--- src/hdl/ias_pkg.sv ---
// Shared types for the integer array sorter.
package ias_pkg;

	typedef enum logic {
		ST_COLLECT,
		ST_DRAIN
	} state_t;

	// Commands broadcast to every cell of the chain.
	typedef struct packed {
		logic insert;
		logic shift_out;
	} cell_ctrl_t;

endpackage

--- src/hdl/ias_cell.sv ---
// One cell of the sorting chain: holds one value and trades it with its neighbors.
module ias_cell (
	input  logic               clk,
	input  logic               arst_n,
	input  ias_pkg::cell_ctrl_t ctrl,
	input  logic signed [31:0] new_value,
	input  logic               left_take,
	input  logic signed [31:0] left_value,
	input  logic               left_valid,
	input  logic signed [31:0] right_value,
	input  logic               right_valid,
	output logic signed [31:0] value,
	output logic               valid,
	output logic               take
);

	logic signed [31:0] value_q;
	logic               valid_q;

	// The chain is kept ascending with empty cells at the end, so take is
	// low for a prefix of cells and high for the rest.
	assign take  = !valid_q || (new_value < value_q);
	assign value = value_q;
	assign valid = valid_q;

	// A cell that moves its left neighbor's value right also takes over that
	// neighbor's valid bit, so only one empty cell fills per insert.
	always_ff @(posedge clk or negedge arst_n) begin
		if (!arst_n) begin
			valid_q <= 1'b0;
		end else if (ctrl.insert && take) begin
			valid_q <= left_take ? left_valid : 1'b1;
		end else if (ctrl.shift_out) begin
			valid_q <= right_valid;
		end
	end

	// The first taking cell stores the new value; the cells after it move
	// their left neighbor's value one place right.
	always_ff @(posedge clk) begin
		if (ctrl.insert && take) begin
			value_q <= left_take ? left_value : new_value;
		end else if (ctrl.shift_out) begin
			value_q <= right_value;
		end
	end

endmodule

--- config.mk ---
export PLATFORM = sky130hd
export DESIGN_NAME = ias_cell
export DESIGN_NICKNAME = d
export VERILOG_FILES = /design/src/hdl/ias_pkg.sv /design/src/hdl/ias_cell.sv
export SDC_FILE = /design/constraint.sdc
export NUM_CORES = 1
export LEC_CHECK = 0
export BUFFER_PORTS_ARGS = -buffer_cell sky130_fd_sc_hd__clkbuf_2
export CAP_MARGIN = 10
export CORE_ASPECT_RATIO = 1.1
export CORE_MARGIN = 3
export CORE_UTILIZATION = 47
export DETAILED_ROUTE_END_ITERATION = 7
export PLACE_DENSITY = 0.81
export SYNTH_ARGS = -nofsm -noshare
export SYNTH_HDL_FRONTEND = slang
export SYNTH_SLANG_ARGS = --single-unit
--- constraint.sdc ---
create_clock -name clk -period 3.65 [get_ports clk]
set_clock_uncertainty 0.2 [all_clocks]
set_input_delay 0.1825 -clock clk [delete_from_list [all_inputs] [get_ports clk]]
set_output_delay 0.1825 -clock clk [all_outputs]
set_load 0.03 [all_outputs]
* After elaboration in Yosys (flattened, before gate mapping) *
Cells that the tools add are included.

storage, ports and cells
  bits in latches = 0
  word-level logic and storage cells = 13
  ROM bits = 0
  register bits = 33
  memories kept = 0
  input bits = 103
  output and inout bits = 34
  bits in writable memories = 0

operators by class
  $mul = 0
  div/mod/pow operators = 0
  equality and inequality tests = 0
  reductions and logical operators = 4
  shift-type cells = 0
  magnitude comparators = 1
  multiplexer cells = 6
  bitwise logic cells = 0
  add/sub/neg operators = 0

operator list
  operator             count
  $mux W32             3
  $lt A32 B32 Y1       1
  $mux W1              3
  $reduce_bool A2 Y1   1
  $logic_and A1 B1 Y1  1
  $logic_not A1 Y1     1
  $logic_or A1 B1 Y1   1

* Depth between registers and ports, before layout *
  depth in word-level cells = 4
  gate-level depth with buffers = 9
  depth with buffers taken out = 8

* Worst setup path before layout *
OpenSTA, ideal clock, no wires.

  kind = register to register
  start = reg value_q[31] (netlist: value[31])
  end = reg value_q[0] (netlist: value[0]), enable pin
  arrival time = 2.823 ns
  cell stages (with the launch flop) = 10
  path slack = 0.252 ns
  cell sequence = edfxtp_1 inv_1 ha_1 nand4_1 nor2_1 a221oi_1 nand3_1 o311ai_4 buf_8 or2_2

on the way
  word-level cells in the longest chain between the ends = 4

ends and longest elaborated chain
  what                          line            RTL
  from (decl)                   ias_cell.sv:17  logic signed [31:0] value_q;
  from (signal assigned)        ias_cell.sv:42  value_q <= left_take ? left_value : new_value;
  from (signal assigned)        ias_cell.sv:44  value_q <= right_value;
  $lt A32 B32 Y1                ias_cell.sv:22  assign take = !valid_q || (new_value < value_q);
  $logic_or A1 B1 Y1            ias_cell.sv:22
  $logic_and A1 B1 Y1           ias_cell.sv:41  if (ctrl.insert && take) begin
  $reduce_bool A2 Y1 (no line)  -

Every way passes these cells.
A chain may end at the register's enable or synchronous reset.

* Final worst setup path *
  start = reg value_q[31] (netlist: value[31])
  end = reg value_q[0] (netlist: value[0]) (data pin)

on the way
  word-level cells in the longest chain between the ends = 4

ends and longest elaborated chain
  what                 line
  $lt A32 B32 Y1       ias_cell.sv:22
  $logic_or A1 B1 Y1   ias_cell.sv:22
  $logic_and A1 B1 Y1  ias_cell.sv:41
  $mux W32             ias_cell.sv:41

Every way passes these cells.

==> metrics.csv <==
metric;value;unit
ant_nets;0;
syn-instance-count;230;
yosysMostFrequentCell;mux2_2;
synth_top_area_share;34.74;%
tightest_slew;0.8703;ns
final_area;3819;µm²
fmax;328.0;MHz
startpoint_type;register;
arrival;2.88;ns
synth_nets;364;
post-place-ws;-0.006297;ns
period_needed;3.049;ns
row_count;28;
drive_above_1_share;56.01;%
grt_pass1_vias;2462;
area_growth;38.04;%
ys_ff_latch;33;
finalPower;2.390;mW
criticalPathCategory;reg2reg;
final_core_utilization;68.99;%
p_leak;1.950;nW
hold_class;in2reg;
synth_edf_count;32;
die_width;79.15;µm
track_usage;19.93;%
fin_crit_sh;83.53;%
post_drt_wl_per_cell;14.33;µm
grt_pass1_wl;10.67;mm
setup_ws;0.6012;ns
clkTransAtPathRegs;0.07;ns
cts_max_level;2;
worstPathCellList;inv_1 > ha_1 > nand4_1 > nor4_2 > nand2_1 > a311o_1 > o311ai_4 > buf_4 > buf_12 > mux2_2;
rsz0062_at_grt;false;
start_util;49.98;%
io_buffers;136;
fillCellCount;444;
place_area;3536;µm²
holdWs;0.006247;ns
core_area;5535;µm²
critPathMaxFanout;13;
worstPathRequired;3.48;ns
via_per_inst;4.976;
fin_tns_setup;0;ns
clk_latency;0.28;ns
cts_sinks;33;
peakVddDrop;0.3218;mV
setup.worst_path.end_class;register;
drc;0;
synth_top_area_cell;edfxtp_1;
synth_flop_cell;edfxtp_1;
max_stage_delay;0.42;ns
cap_violations;0;
grt_max_degree;34;
slowest_stage;nor4_2;
syn_area;2766;µm²
vias;2319;
status;finished clean;
final_cell_count_no_fill;466;
synth_common_cells;mux2_2, inv_1, edfxtp_1, ha_1, mux2_4;
die_h;86.47;µm
n_antenna_cell;0;
cts_buffers;5;
power.density;625.9;nW/µm²
setup_violations;0;
hold_viol_final;0;
die_area;6844;µm²
ctsResizeCount;0;
nets;524;
avgSynthCellArea;12.03;µm²
firstDrtPassIters;4;
slew_viol_final;0;
slew_headroom;41.98;%
async_flop_share;3.030;%
synth_seq_area_share;35.64;%
globalplace.congestion;0.7933;
synth_area_leaders;edfxtp_1, mux2_4, mux2_2;
grt_overflow;0;
drt_iter0_drc;45;
ys_types;29;
dp_cells;438;
cts_tree;yes;
cts.path.max_buffers;2;
totalWireLength;6.678;mm
io_pins;137;
yosysWarnings;0;
dp_hpwl;5.304;mm
antenna_found_initial;0;
cts_root_buf;clkbuf_8;
-- power by group --
group	internal [mW]	switching (mW)
Clock	0.136	0.130
Combinational	0.634	0.795
Sequential	0.620	0.0769
Total	1.39	1.00
-- sequential cells by signal, summed over array words and instances (netlist names) --
name and count:
value 32, valid 1
-- metal layers --
metal	up-vias	part of all wire, %	track usage [%]	routed length, µm
met1	1060	37	21.74	2503
met5	-	0	0	0
li1	1165	-	-	-
met2	85	54	38.06	3633
met3	9	6.8	4.782	452
met4	0	1.3	5.469	89
-- cells by family (layout without fill, tap and decap cells) --
| group | Yosys count | after routing | share of synthesized area, % |
|---|---|---|---|
| fa+ha+maj | 31 | 31 | 14.02 |
| buf+inv | 40 | 201 | 6.648 |
| simple gates | 31 | 31 | 5.925 |
| flops | 33 | 33 | 35.64 |
| compound gates | 29 | 29 | 7.192 |
| mux | 66 | 66 | 30.57 |
-- layout make-up --
type	instances	area (µm²)	share of cell area, %
inverter	33	123.9	3.244
tap	75	93.84	2.457
sequential	33	985.9	25.82
clock buffer	8	80.08	2.097
timing repair buffer	160	938.4	24.57
multi-input combinational	157	1597	41.81
-- repair_timing --
action | in CTS | in global routing
cloned | 0 | 0
hold endpoints to repair | 14 | 1
endpoints found under the setup margin | 5 | 50
hold buffers | 15 | 1
buffers inserted | 0 | 4
pin swaps | 1 | 1
-- placed cells by master (no fill, tap or decap), drive strengths merged, types with 2 or more instances in the layout --
master,instances
buf,8
nor2,3
nand4,4
dlygate4sd3,16
nand2,14
clkbuf,144
edfxtp,32
mux2,64
nand2b,3
inv,33
ha,31
nand3,2
mux2i,2
o21ai,8
a21oi,14
-- path summary, 6_finish.rpt --
check | startpoint | to | slack [ns] | cells past startpoint
max reg2reg | value[31] | value[0] | 0.60 | 10
max in group asynchronous | arst_n | valid | 2.57 | 3
min reg2reg | valid | valid | 0.45 | 2
min in group asynchronous | arst_n | valid | 0.56 | 3
max | value[31] | value[0] | 0.60 | 10
min | right_valid | valid | 0.006 | 3
-- worst max-delay path, delay by kind of cell (launching register included) --
| kind | cells | cell delay [ns] |
|---|---|---|
| and+or+nand+nor | 3 | 0.71 |
| muxes | 1 | 0.35 |
| adders and majority gates | 1 | 0.31 |
| buffers and inverters | 3 | 0.42 |
| DFF | 1 | 0.35 |
| AOI/OAI and AO/OA | 2 | 0.46 |
Note: power is estimated with default switching activity, not from simulation.
