[src/hdl/ias_pkg.sv]
// Shared types for the integer array sorter.
package ias_pkg;

	typedef enum logic {
		ST_COLLECT,
		ST_DRAIN
	} state_t;

	// Commands broadcast to every cell of the chain.
	typedef struct packed {
		logic insert;
		logic shift_out;
	} cell_ctrl_t;

endpackage

[src/hdl/ias_ctrl.sv]
// Collect and drain sequencer with the item count and the overflow flag.
module ias_ctrl #(
	parameter int MAX_ITEMS = 64
) (
	input  logic                clk,
	input  logic                arst_n,
	input  logic                in_valid,
	input  logic                in_set_end,
	output logic                in_ready,
	output logic                out_valid,
	input  logic                out_ready,
	output logic                final_item,
	output logic                dropped_items,
	output ias_pkg::cell_ctrl_t cell_ctrl
);

	localparam int CW = $clog2(MAX_ITEMS + 1);

	ias_pkg::state_t state_q, state_next;
	logic [CW-1:0]   count_q;
	logic            overflow_q;
	logic            in_fire;
	logic            out_fire;
	logic            full;

	assign full     = (count_q == CW'(MAX_ITEMS));
	assign in_fire  = in_valid && in_ready;
	assign out_fire = out_valid && out_ready;

	always_comb begin
		state_next = state_q;
		unique case (state_q)
			ias_pkg::ST_COLLECT: begin
				if (in_fire && in_set_end) begin
					state_next = ias_pkg::ST_DRAIN;
				end
			end
			ias_pkg::ST_DRAIN: begin
				if (out_fire && count_q == CW'(1)) begin
					state_next = ias_pkg::ST_COLLECT;
				end
			end
			default: state_next = ias_pkg::ST_COLLECT;
		endcase
	end

	always_comb begin
		in_ready            = 1'b0;
		out_valid           = 1'b0;
		cell_ctrl.insert    = 1'b0;
		cell_ctrl.shift_out = 1'b0;
		unique case (state_q)
			ias_pkg::ST_COLLECT: begin
				in_ready         = 1'b1;
				cell_ctrl.insert = in_fire && !full;
			end
			ias_pkg::ST_DRAIN: begin
				out_valid           = 1'b1;
				cell_ctrl.shift_out = out_fire;
			end
			default: begin
				in_ready = 1'b0;
			end
		endcase
	end

	assign final_item    = (count_q == CW'(1));
	assign dropped_items = overflow_q;

	always_ff @(posedge clk or negedge arst_n) begin
		if (!arst_n) begin
			state_q    <= ias_pkg::ST_COLLECT;
			count_q    <= '0;
			overflow_q <= 1'b0;
		end else begin
			state_q <= state_next;
			if (cell_ctrl.insert) begin
				count_q <= count_q + CW'(1);
			end else if (cell_ctrl.shift_out) begin
				count_q <= count_q - CW'(1);
			end
			if (in_fire && full) begin
				overflow_q <= 1'b1;
			end else if (out_fire && count_q == CW'(1)) begin
				overflow_q <= 1'b0;
			end
		end
	end

endmodule
[config.mk]
export PLATFORM = sky130hd
export DESIGN_NAME = ias_ctrl
export DESIGN_NICKNAME = d
export VERILOG_FILES = /design/src/hdl/ias_pkg.sv /design/src/hdl/ias_ctrl.sv
export SDC_FILE = /design/constraint.sdc
export NUM_CORES = 1
export LEC_CHECK = 0
export BUFFER_PORTS_ARGS = -buffer_cell sky130_fd_sc_hd__buf_2
export CAP_MARGIN = 20
export CORE_AREA = 2 2 39 41
export CTS_CLUSTER_DIAMETER = 30
export DETAILED_ROUTE_END_ITERATION = 8
export DIE_AREA = 0 0 41 43
export PLACE_DENSITY = 0.61
export RECOVER_POWER = 25
export SETUP_SLACK_MARGIN = 0.15
export SYNTH_ARGS = -nofsm -noshare
export SYNTH_HDL_FRONTEND = slang
export SYNTH_SLANG_ARGS = --single-unit
export TNS_END_PERCENT = 20
[constraint.sdc]
create_clock -name clk -period 1.8 [get_ports clk]
set_clock_uncertainty 0.1 [all_clocks]
set_input_delay 0.36 -clock clk [delete_from_list [all_inputs] [get_ports clk]]
set_output_delay 0.36 -clock clk [all_outputs]
set_load 0.01 [all_outputs]
* Word level (Yosys, flattened, before mapping)
Cells that the tools add are included.
** Word-level totals
- Bits in registers :: 9
- Bits of input ports :: 5
- Output and inout bits :: 6
- Word-level logic and storage cells :: 28
** Operators by class
- Add/sub/neg operators :: 2
- Equality and inequality tests :: 2
- Muxes and demuxes :: 11
- Bitwise gates (word level) :: 1
- Reductions and logical operators :: 9
** Operator list (count)
- $mux 7 :: 2
- $mux 1 :: 8
- $add 7x1->7 const B :: 1
- $eq 7x1->1 const B :: 1
- $eq 7x7->1 const B :: 1
- $sub 7x1->7 const B :: 1
- $logic_and 1x1->1 :: 6
- $reduce_bool 2->1 :: 2
- $pmux 1 s2 :: 1
- $logic_not 1->1 :: 1
- $not 1->1 :: 1

* Logic depth before layout (Yosys ltp)
Gate-level depths: netlist (run 1).
- Depth after elaboration :: 5
- Mapped depth :: 6
- Depth with buffers taken out :: 6

* Worst setup path before layout (run 1)
No wires, ideal clock.
- Path type :: register to register
- Start :: register count_q[3]
- End :: register overflow_q, in the netlist dropped_items
- Library setup time :: 121 ps
- Data arrival time :: 1521 ps
- Required time :: 1579 ps
- Slack :: 58 ps
- Cell stages (with the launch flop) :: 5
- Buffers on the path :: 0
- Clock period less this slack :: 1742 ps
- Cell sequence :: dfrtp_1 > or4_4 > nor3b_4 > nand2_1 > a22o_1
** Between the ends
- Cells in the longest elaborated chain, start to end :: 3
- Elaborated cells on any way between the ends :: 6
- Those cells by class :: 2 x eq/ne; 1 x mux; 3 x reduce/logical
** Ends and longest elaborated chain
- from (decl) :: RTL line ias_ctrl.sv:20 : logic [CW-1:0] count_q;
- from (signal assigned) :: RTL line ias_ctrl.sv:78 : count_q <= count_q + CW'(1);
- from (signal assigned) :: RTL line ias_ctrl.sv:80 : count_q <= count_q - CW'(1);
- $eq 7x1->1
- named net final_item :: RTL line ias_ctrl.sv:12 : output logic final_item,
- $logic_and 1x1->1 :: RTL line ias_ctrl.sv:84 : end else if (out_fire && count_q == CW'(1)) begin
- $reduce_bool 2->1 (no source line)
- to (signal assigned) :: RTL line ias_ctrl.sv:74 : overflow_q <= 1'b0;
- to (signal assigned) :: RTL line ias_ctrl.sv:83 : overflow_q <= 1'b1;
- to (signal assigned) :: RTL line ias_ctrl.sv:85 : overflow_q <= 1'b0;
- to (decl) :: RTL line ias_ctrl.sv:21 : logic overflow_q;
The timed path passes the listed nets, and every way through them passes these cells.
A chain may end at the register's enable or synchronous reset.

* Worst setup path after layout (run 1)
- Start :: register count_q[5]
- End :: output port final_item
** Between the ends
- Cells in the longest elaborated chain, start to end :: 1
** Ends and longest elaborated chain
- $eq 7x1->1 :: RTL line ias_ctrl.sv:67 : assign final_item = (count_q == CW'(1));
- to (decl) :: RTL line ias_ctrl.sv:12
No other way between the ends.

==> flow_summary.ini, run 1 <==
[worst_setup_path]
crit_start = count_q[5]$_DFFE_PN0P_
reg2regPathDepth = 5
end_kind = primary output
critPathArrivalTime_ns = 1.62
path_max_fanout = 3
cp-start-kind = register
critPathBufInv = 1
path_class = reg2out
required_ns = 1.34
cp.depth = 3
path_cells = or4_4, nor3b_4, buf_2
cp_top_family = simple AND/OR/NAND/NOR gates
cpPeakStageDelay_ns = 0.59
worstReg2RegStart = count_q[5]$_DFFE_PN0P_
cp_slowest_cell = or4_4

[placed_design]
place_inst = 89
io_buffer_count = 10
place_ws_ns = 0.00849
dp_hpwl_um = 886
place.gp.congestion = 0.758

[die]
ios = 11
core-area_sq_mm = 0.00138
floorplan.initialDensity_pct = 38.0
rows = 14
die_h_um = 43
dieWidth_um = 41
die-area_sq_mm = 0.00176

[outcome]
status = finished, violations left
violations = negative setup slack

[sta]
min_period_ns = 2.08
max_freq_mhz = 481
final-setup-viol-count = 2
fin_ws_ns = -0.278
hold_viol_final = 0
rsz0062_at_grt = true
worstMarginPinSlew_ns = 0.495
fin_crit_sh_pct = 115
finalMaxSlewViolations = 0
max-slew-margin-rel_pct = 67.0

[clock_tree]
post_cts_buffers = 0
cts_buffer_depth = 2
cts_max_level = 1
insertion_delay_ns = 0.26
cts_tree = done
numCtsBuffers = 3
clk_pin_slew_worst_paths_ns = 0.06
cts.sinks = 9
cts-root-buf = clkbuf_4

[job]
drv_cap = 0

[route]
post_drt_wl_per_cell_um = 11.7
vias = 469
drt_iter0_markers = 5
drc = 0
postRouteAntennaNets = 0
viasPerCell = 4.99
wl_um = 1100
drtPass1Iterations = 3

[logic_synthesis]
ys_seq_area_share_pct = 42.9
postSynthAreaPerCell_sq_um = 9.73
synthesis.nets = 62
synth_seq_cells = 9
synth_area_sq_um = 526
yosysWarnings = 0
synth.distinct_cells = 23
synth_cells = 54

[layout]
stdcell_count = 94
layout_common_cells = nand2_1, dfrtp_1, buf_2, buf_4
drive_gt1_share_pct = 32.1
area_growth_pct = 32.9
final_common_cell = nand2_1
antenna_cells = 0
nNetsFinal = 87
fin_util_pct = 50.5

[global_route]
grt_remaining_overflow = 0
grt_pass1_vias = 461
grt_max_degree = 10
track_usage_pct = 17.0
grt_pass1_wl_um = 1950
antenna_found_initial = 0

[min_path]
hold_depth = 3
holdCritStartpoint = in_set_end
holdCritPathClass = in2reg

[power_and_ir_drop]
p_leak_nw = 0.347
power_density_mw_per_mm2 = 1490
max-vdd-ir-drop_v = 0.000815
p_total_mw = 1.04
metal layers:
layer	global-route usage (%)	vias up	wire length (um)	share of wire, %
met5	0	-	0	0
met4	12.0	0	36	3.3
met3	2.09	5	52	4.7
met2	23.4	14	495	45
met1	23.5	212	512	47
li1	-	238	-	-
sequential cells by signal, summed over array words and instances (netlist names):
register	cells
dropped_items	1
state_q	1
count_q	7
Yosys cell counts:
| cell type | instances | area, sq um |
|---|---|---|
| xor2_1 | 4 | 35.0 |
| nand2_1 | 10 | 37.5 |
| o311ai_0 | 1 | 8.76 |
| nand4_1 | 2 | 12.5 |
| nor2_4 | 1 | 11.3 |
| o31ai_1 | 1 | 7.51 |
| nor3b_4 | 1 | 18.8 |
| nand3_1 | 3 | 15.0 |
| or4_1 | 1 | 7.51 |
| nor2b_1 | 1 | 6.26 |
| o22ai_1 | 2 | 12.5 |
| inv_1 | 4 | 15.0 |
| o21a_1 | 1 | 7.51 |
| xnor2_1 | 1 | 8.76 |
| nor2_1 | 1 | 3.75 |
| or4_4 | 1 | 11.3 |
| or2_2 | 1 | 6.26 |
| dfrtp_1 | 9 | 225 |
| a21oi_1 | 2 | 10.0 |
| o21ai_0 | 2 | 10.0 |
| ha_1 | 3 | 37.5 |
| o221ai_1 | 1 | 8.76 |
| a22o_1 | 1 | 8.76 |
worst paths after layout:
check | endpoint | slack [ns]
worst max-delay path | final_item | -0.28
worst min-delay path | state_q$_DFF_PN0_ | 0.29
max in group asynchronous | state_q$_DFF_PN0_ | 0.80
worst max register to register | count_q[0]$_DFFE_PN0P_ | 0.12
worst min register to register | dropped_items$_DFFE_PN0P_ | 0.40
min in group asynchronous | count_q[6]$_DFFE_PN0P_ | 0.47
per-stage QoR:
stage               hold WS (ns)  TNS, ns  instance area, sq um
global route               0.313   -0.578                   698
global placement           0.125        0                   663
floorplan                -0.0356        0                   526
detailed placement         0.122        0                   663
finish                     0.286   -0.467                   698
CTS                        0.293   -0.476                   699
worst register-to-register path, cell delays in order, from the launching register on:
cell,delay [ns]
dfrtp_1,0.38
or4_4,0.59
nor2_4,0.13
buf_4,0.13
o21ai_0,0.10
xnor2_1,0.14
report_power, final:
part | internal (mW) | switching [mW]
clock | 0.0854 | 0.0700
combinational | 0.259 | 0.268
sequential | 0.293 | 0.0646
what timing repair did:
action	4_1_cts	5_1_grt
cloned	0	0
endpoints found under the setup margin	5	6
hold buffers	1	0
pin swaps	2	0
hold endpoints to repair	9	0
resized for setup	0	1
cells by family after synthesis:
logic type,count (synthesis),synth area share [%]
and+or+nand+nor,22,24.8
AOI/OAI and AO/OA,11,14.0
DFF,9,42.9
xor gates and xnor gates,5,8.33
buffers and inverters,4,2.86
adders and majority gates,3,7.14
final cells by class:
cell class	instances	area, sq um
well taps	16	20.0
repair buffers	20	126
inverters	4	15.0
fillers	132	686
multi-input cells	41	285
clock buffers	4	26.3
flip-flops and latches	9	225
No activity file was read; power rests on OpenSTA's default activity.
==> inputs of run 2 (changes only) <==
RECOVER_POWER = 50   (was 25)
==> run 2 against run 1 <==
Compared with the run above:
- the flow still finishes with violations (negative setup slack)
- sequential power barely moved
- sequential share of layout area rose by 0.12 points
- register-to-register slack barely moved
- critical path depth did not move
- core utilization fell by 0.18 points
- non-clock buffer count did not move
- cell area fell by 0.36%
==> flow_summary.ini, run 2 (synthesis gave the netlist of run 1 again) <==
[outcome]
status = finished, violations left
violations = negative setup slack

[layout]
nNetsFinal = 87
area_growth_pct = 32.4
layout_common_cells = nand2_1, dfrtp_1, buf_4
antenna_cells = 0
drive_gt1_share_pct = 29.5
top_register = count_q
final_common_cell = nand2_1
seqCellArea_sq_um = 225
num-fill-cells = 134
multi_input_area_sq_um = 285
largest_reg_flops = 7
stdcell_count = 94

[route]
wl_met2_um = 495
drt-met1-wl_um = 514
met3_length_um = 47
viasPerCell = 4.98
drc = 0
vias = 468
post_drt_wl_per_cell_um = 11.6
top_layer = met4
postRouteAntennaNets = 0
drtPass1Iterations = 3
wl_um = 1090
drt_iter0_markers = 5

[power_and_ir_drop]
max-vdd-ir-drop_v = 0.000815
power_density_mw_per_mm2 = 1490
p_leak_nw = 0.341

[sta]
fin_crit_sh_pct = 115
final-setup-viol-count = 2
rsz0062_at_grt = true
max_freq_mhz = 481
min_period_ns = 2.08
fin_ws_ns = -0.278
hold_viol_final = 0
max-slew-margin-rel_pct = 67.0
worstMarginPinSlew_ns = 0.495
finalMaxSlewViolations = 0
tns_ns = -0.467

[die]
die_h_um = 43
ios = 11
rows = 14
core-area_sq_mm = 0.00138
die-area_sq_mm = 0.00176
floorplan.initialDensity_pct = 38.0
dieWidth_um = 41

[worst_setup_path]
end_kind = primary output
required_ns = 1.34
cp_slowest_cell = or4_4
path_max_fanout = 3
path_class = reg2out
path_cells = or4_4, nor3b_4, buf_2
critPathArrivalTime_ns = 1.62
cp-start-kind = register
cpPeakStageDelay_ns = 0.59

[global_route]
track_usage_pct = 17.0
grt_remaining_overflow = 0
grt_pass1_vias = 461
antenna_found_initial = 0
grt_max_degree = 10
grt_pass1_wl_um = 1950

[clock_tree]
cts_max_level = 1
insertion_delay_ns = 0.26
cts.sinks = 9
numCtsBuffers = 3
cts_buffer_depth = 2
clk_pin_slew_worst_paths_ns = 0.06
post_cts_buffers = 0
cts-root-buf = clkbuf_4
cts_tree = done

[job]
drv_cap = 0

[placed_design]
place_ws_ns = 0.00849
place_inst = 89
place.gp.congestion = 0.758
io_buffer_count = 10
dp_hpwl_um = 886

[min_path]
holdCritPathClass = in2reg
-- run 2: cell count changes in the layout (fill, tap and decap cells not counted) --
cell / previous run / this run
buf_2: 9 / 7
clkbuf_1: 2 / 4
-- run 2: cell type report --
cell class | count | share of cell area (%)
tap | 16 | 2.88
clock buffer | 4 | 3.78
multi-input combinational | 41 | 41.0
sequential | 9 | 32.4
timing repair buffer | 20 | 17.8
inverter | 4 | 2.16
-- run 2: what timing repair did --
item,CTS,global route
endpoints found under the hold margin,9,0
resized for setup,0,1
endpoints found under the setup margin,5,6
pin swaps,2,0
hold buffers,1,0
-- run 2: power breakdown --
group	leakage [nW]	switching, mW	internal (mW)
clock	0.0150	0.0700	0.0854
sequential	0.106	0.0647	0.293
combinational	0.220	0.268	0.257
total	0.341	0.403	0.635
-- run 2: path summary, 6_finish.rpt --
check,from,to,slack (ns),depth (start not counted)
max reg2reg,count_q[5]$_DFFE_PN0P_,count_q[0]$_DFFE_PN0P_,0.12,5
min reg2reg,dropped_items$_DFFE_PN0P_,dropped_items$_DFFE_PN0P_,0.40,1
max in group asynchronous,arst_n,state_q$_DFF_PN0_,0.80,2
min,in_set_end,state_q$_DFF_PN0_,0.28,3
max,count_q[5]$_DFFE_PN0P_,final_item,-0.28,3
min in group asynchronous,arst_n,count_q[6]$_DFFE_PN0P_,0.47,2
-- run 2: routing by layer --
layer  up-vias  GRT usage [%]
met4         0           12.0
met1       211           23.5
li1        238              -
met3         5           2.09
met5         -              0
met2        14           23.4
-- run 2: worst max-delay path: cells and delay by family (launching register included) --
kind,cells,cell delay [ns]
buffers and inverters,1,0.17
flip-flops,1,0.38
AND/OR/NAND/NOR,2,0.81
-- run 2: through the flow --
stage               hold WS, ns  power [mW]  instance area (sq um)  utilization [%]
global placement          0.125       0.870                    663             47.9
global route              0.313        1.14                    696             50.3
floorplan               -0.0356       0.667                    526                -
finish                    0.283        1.04                    696             50.3
detailed placement        0.122       0.882                    663             47.9
CTS                       0.293        1.04                    699             50.5
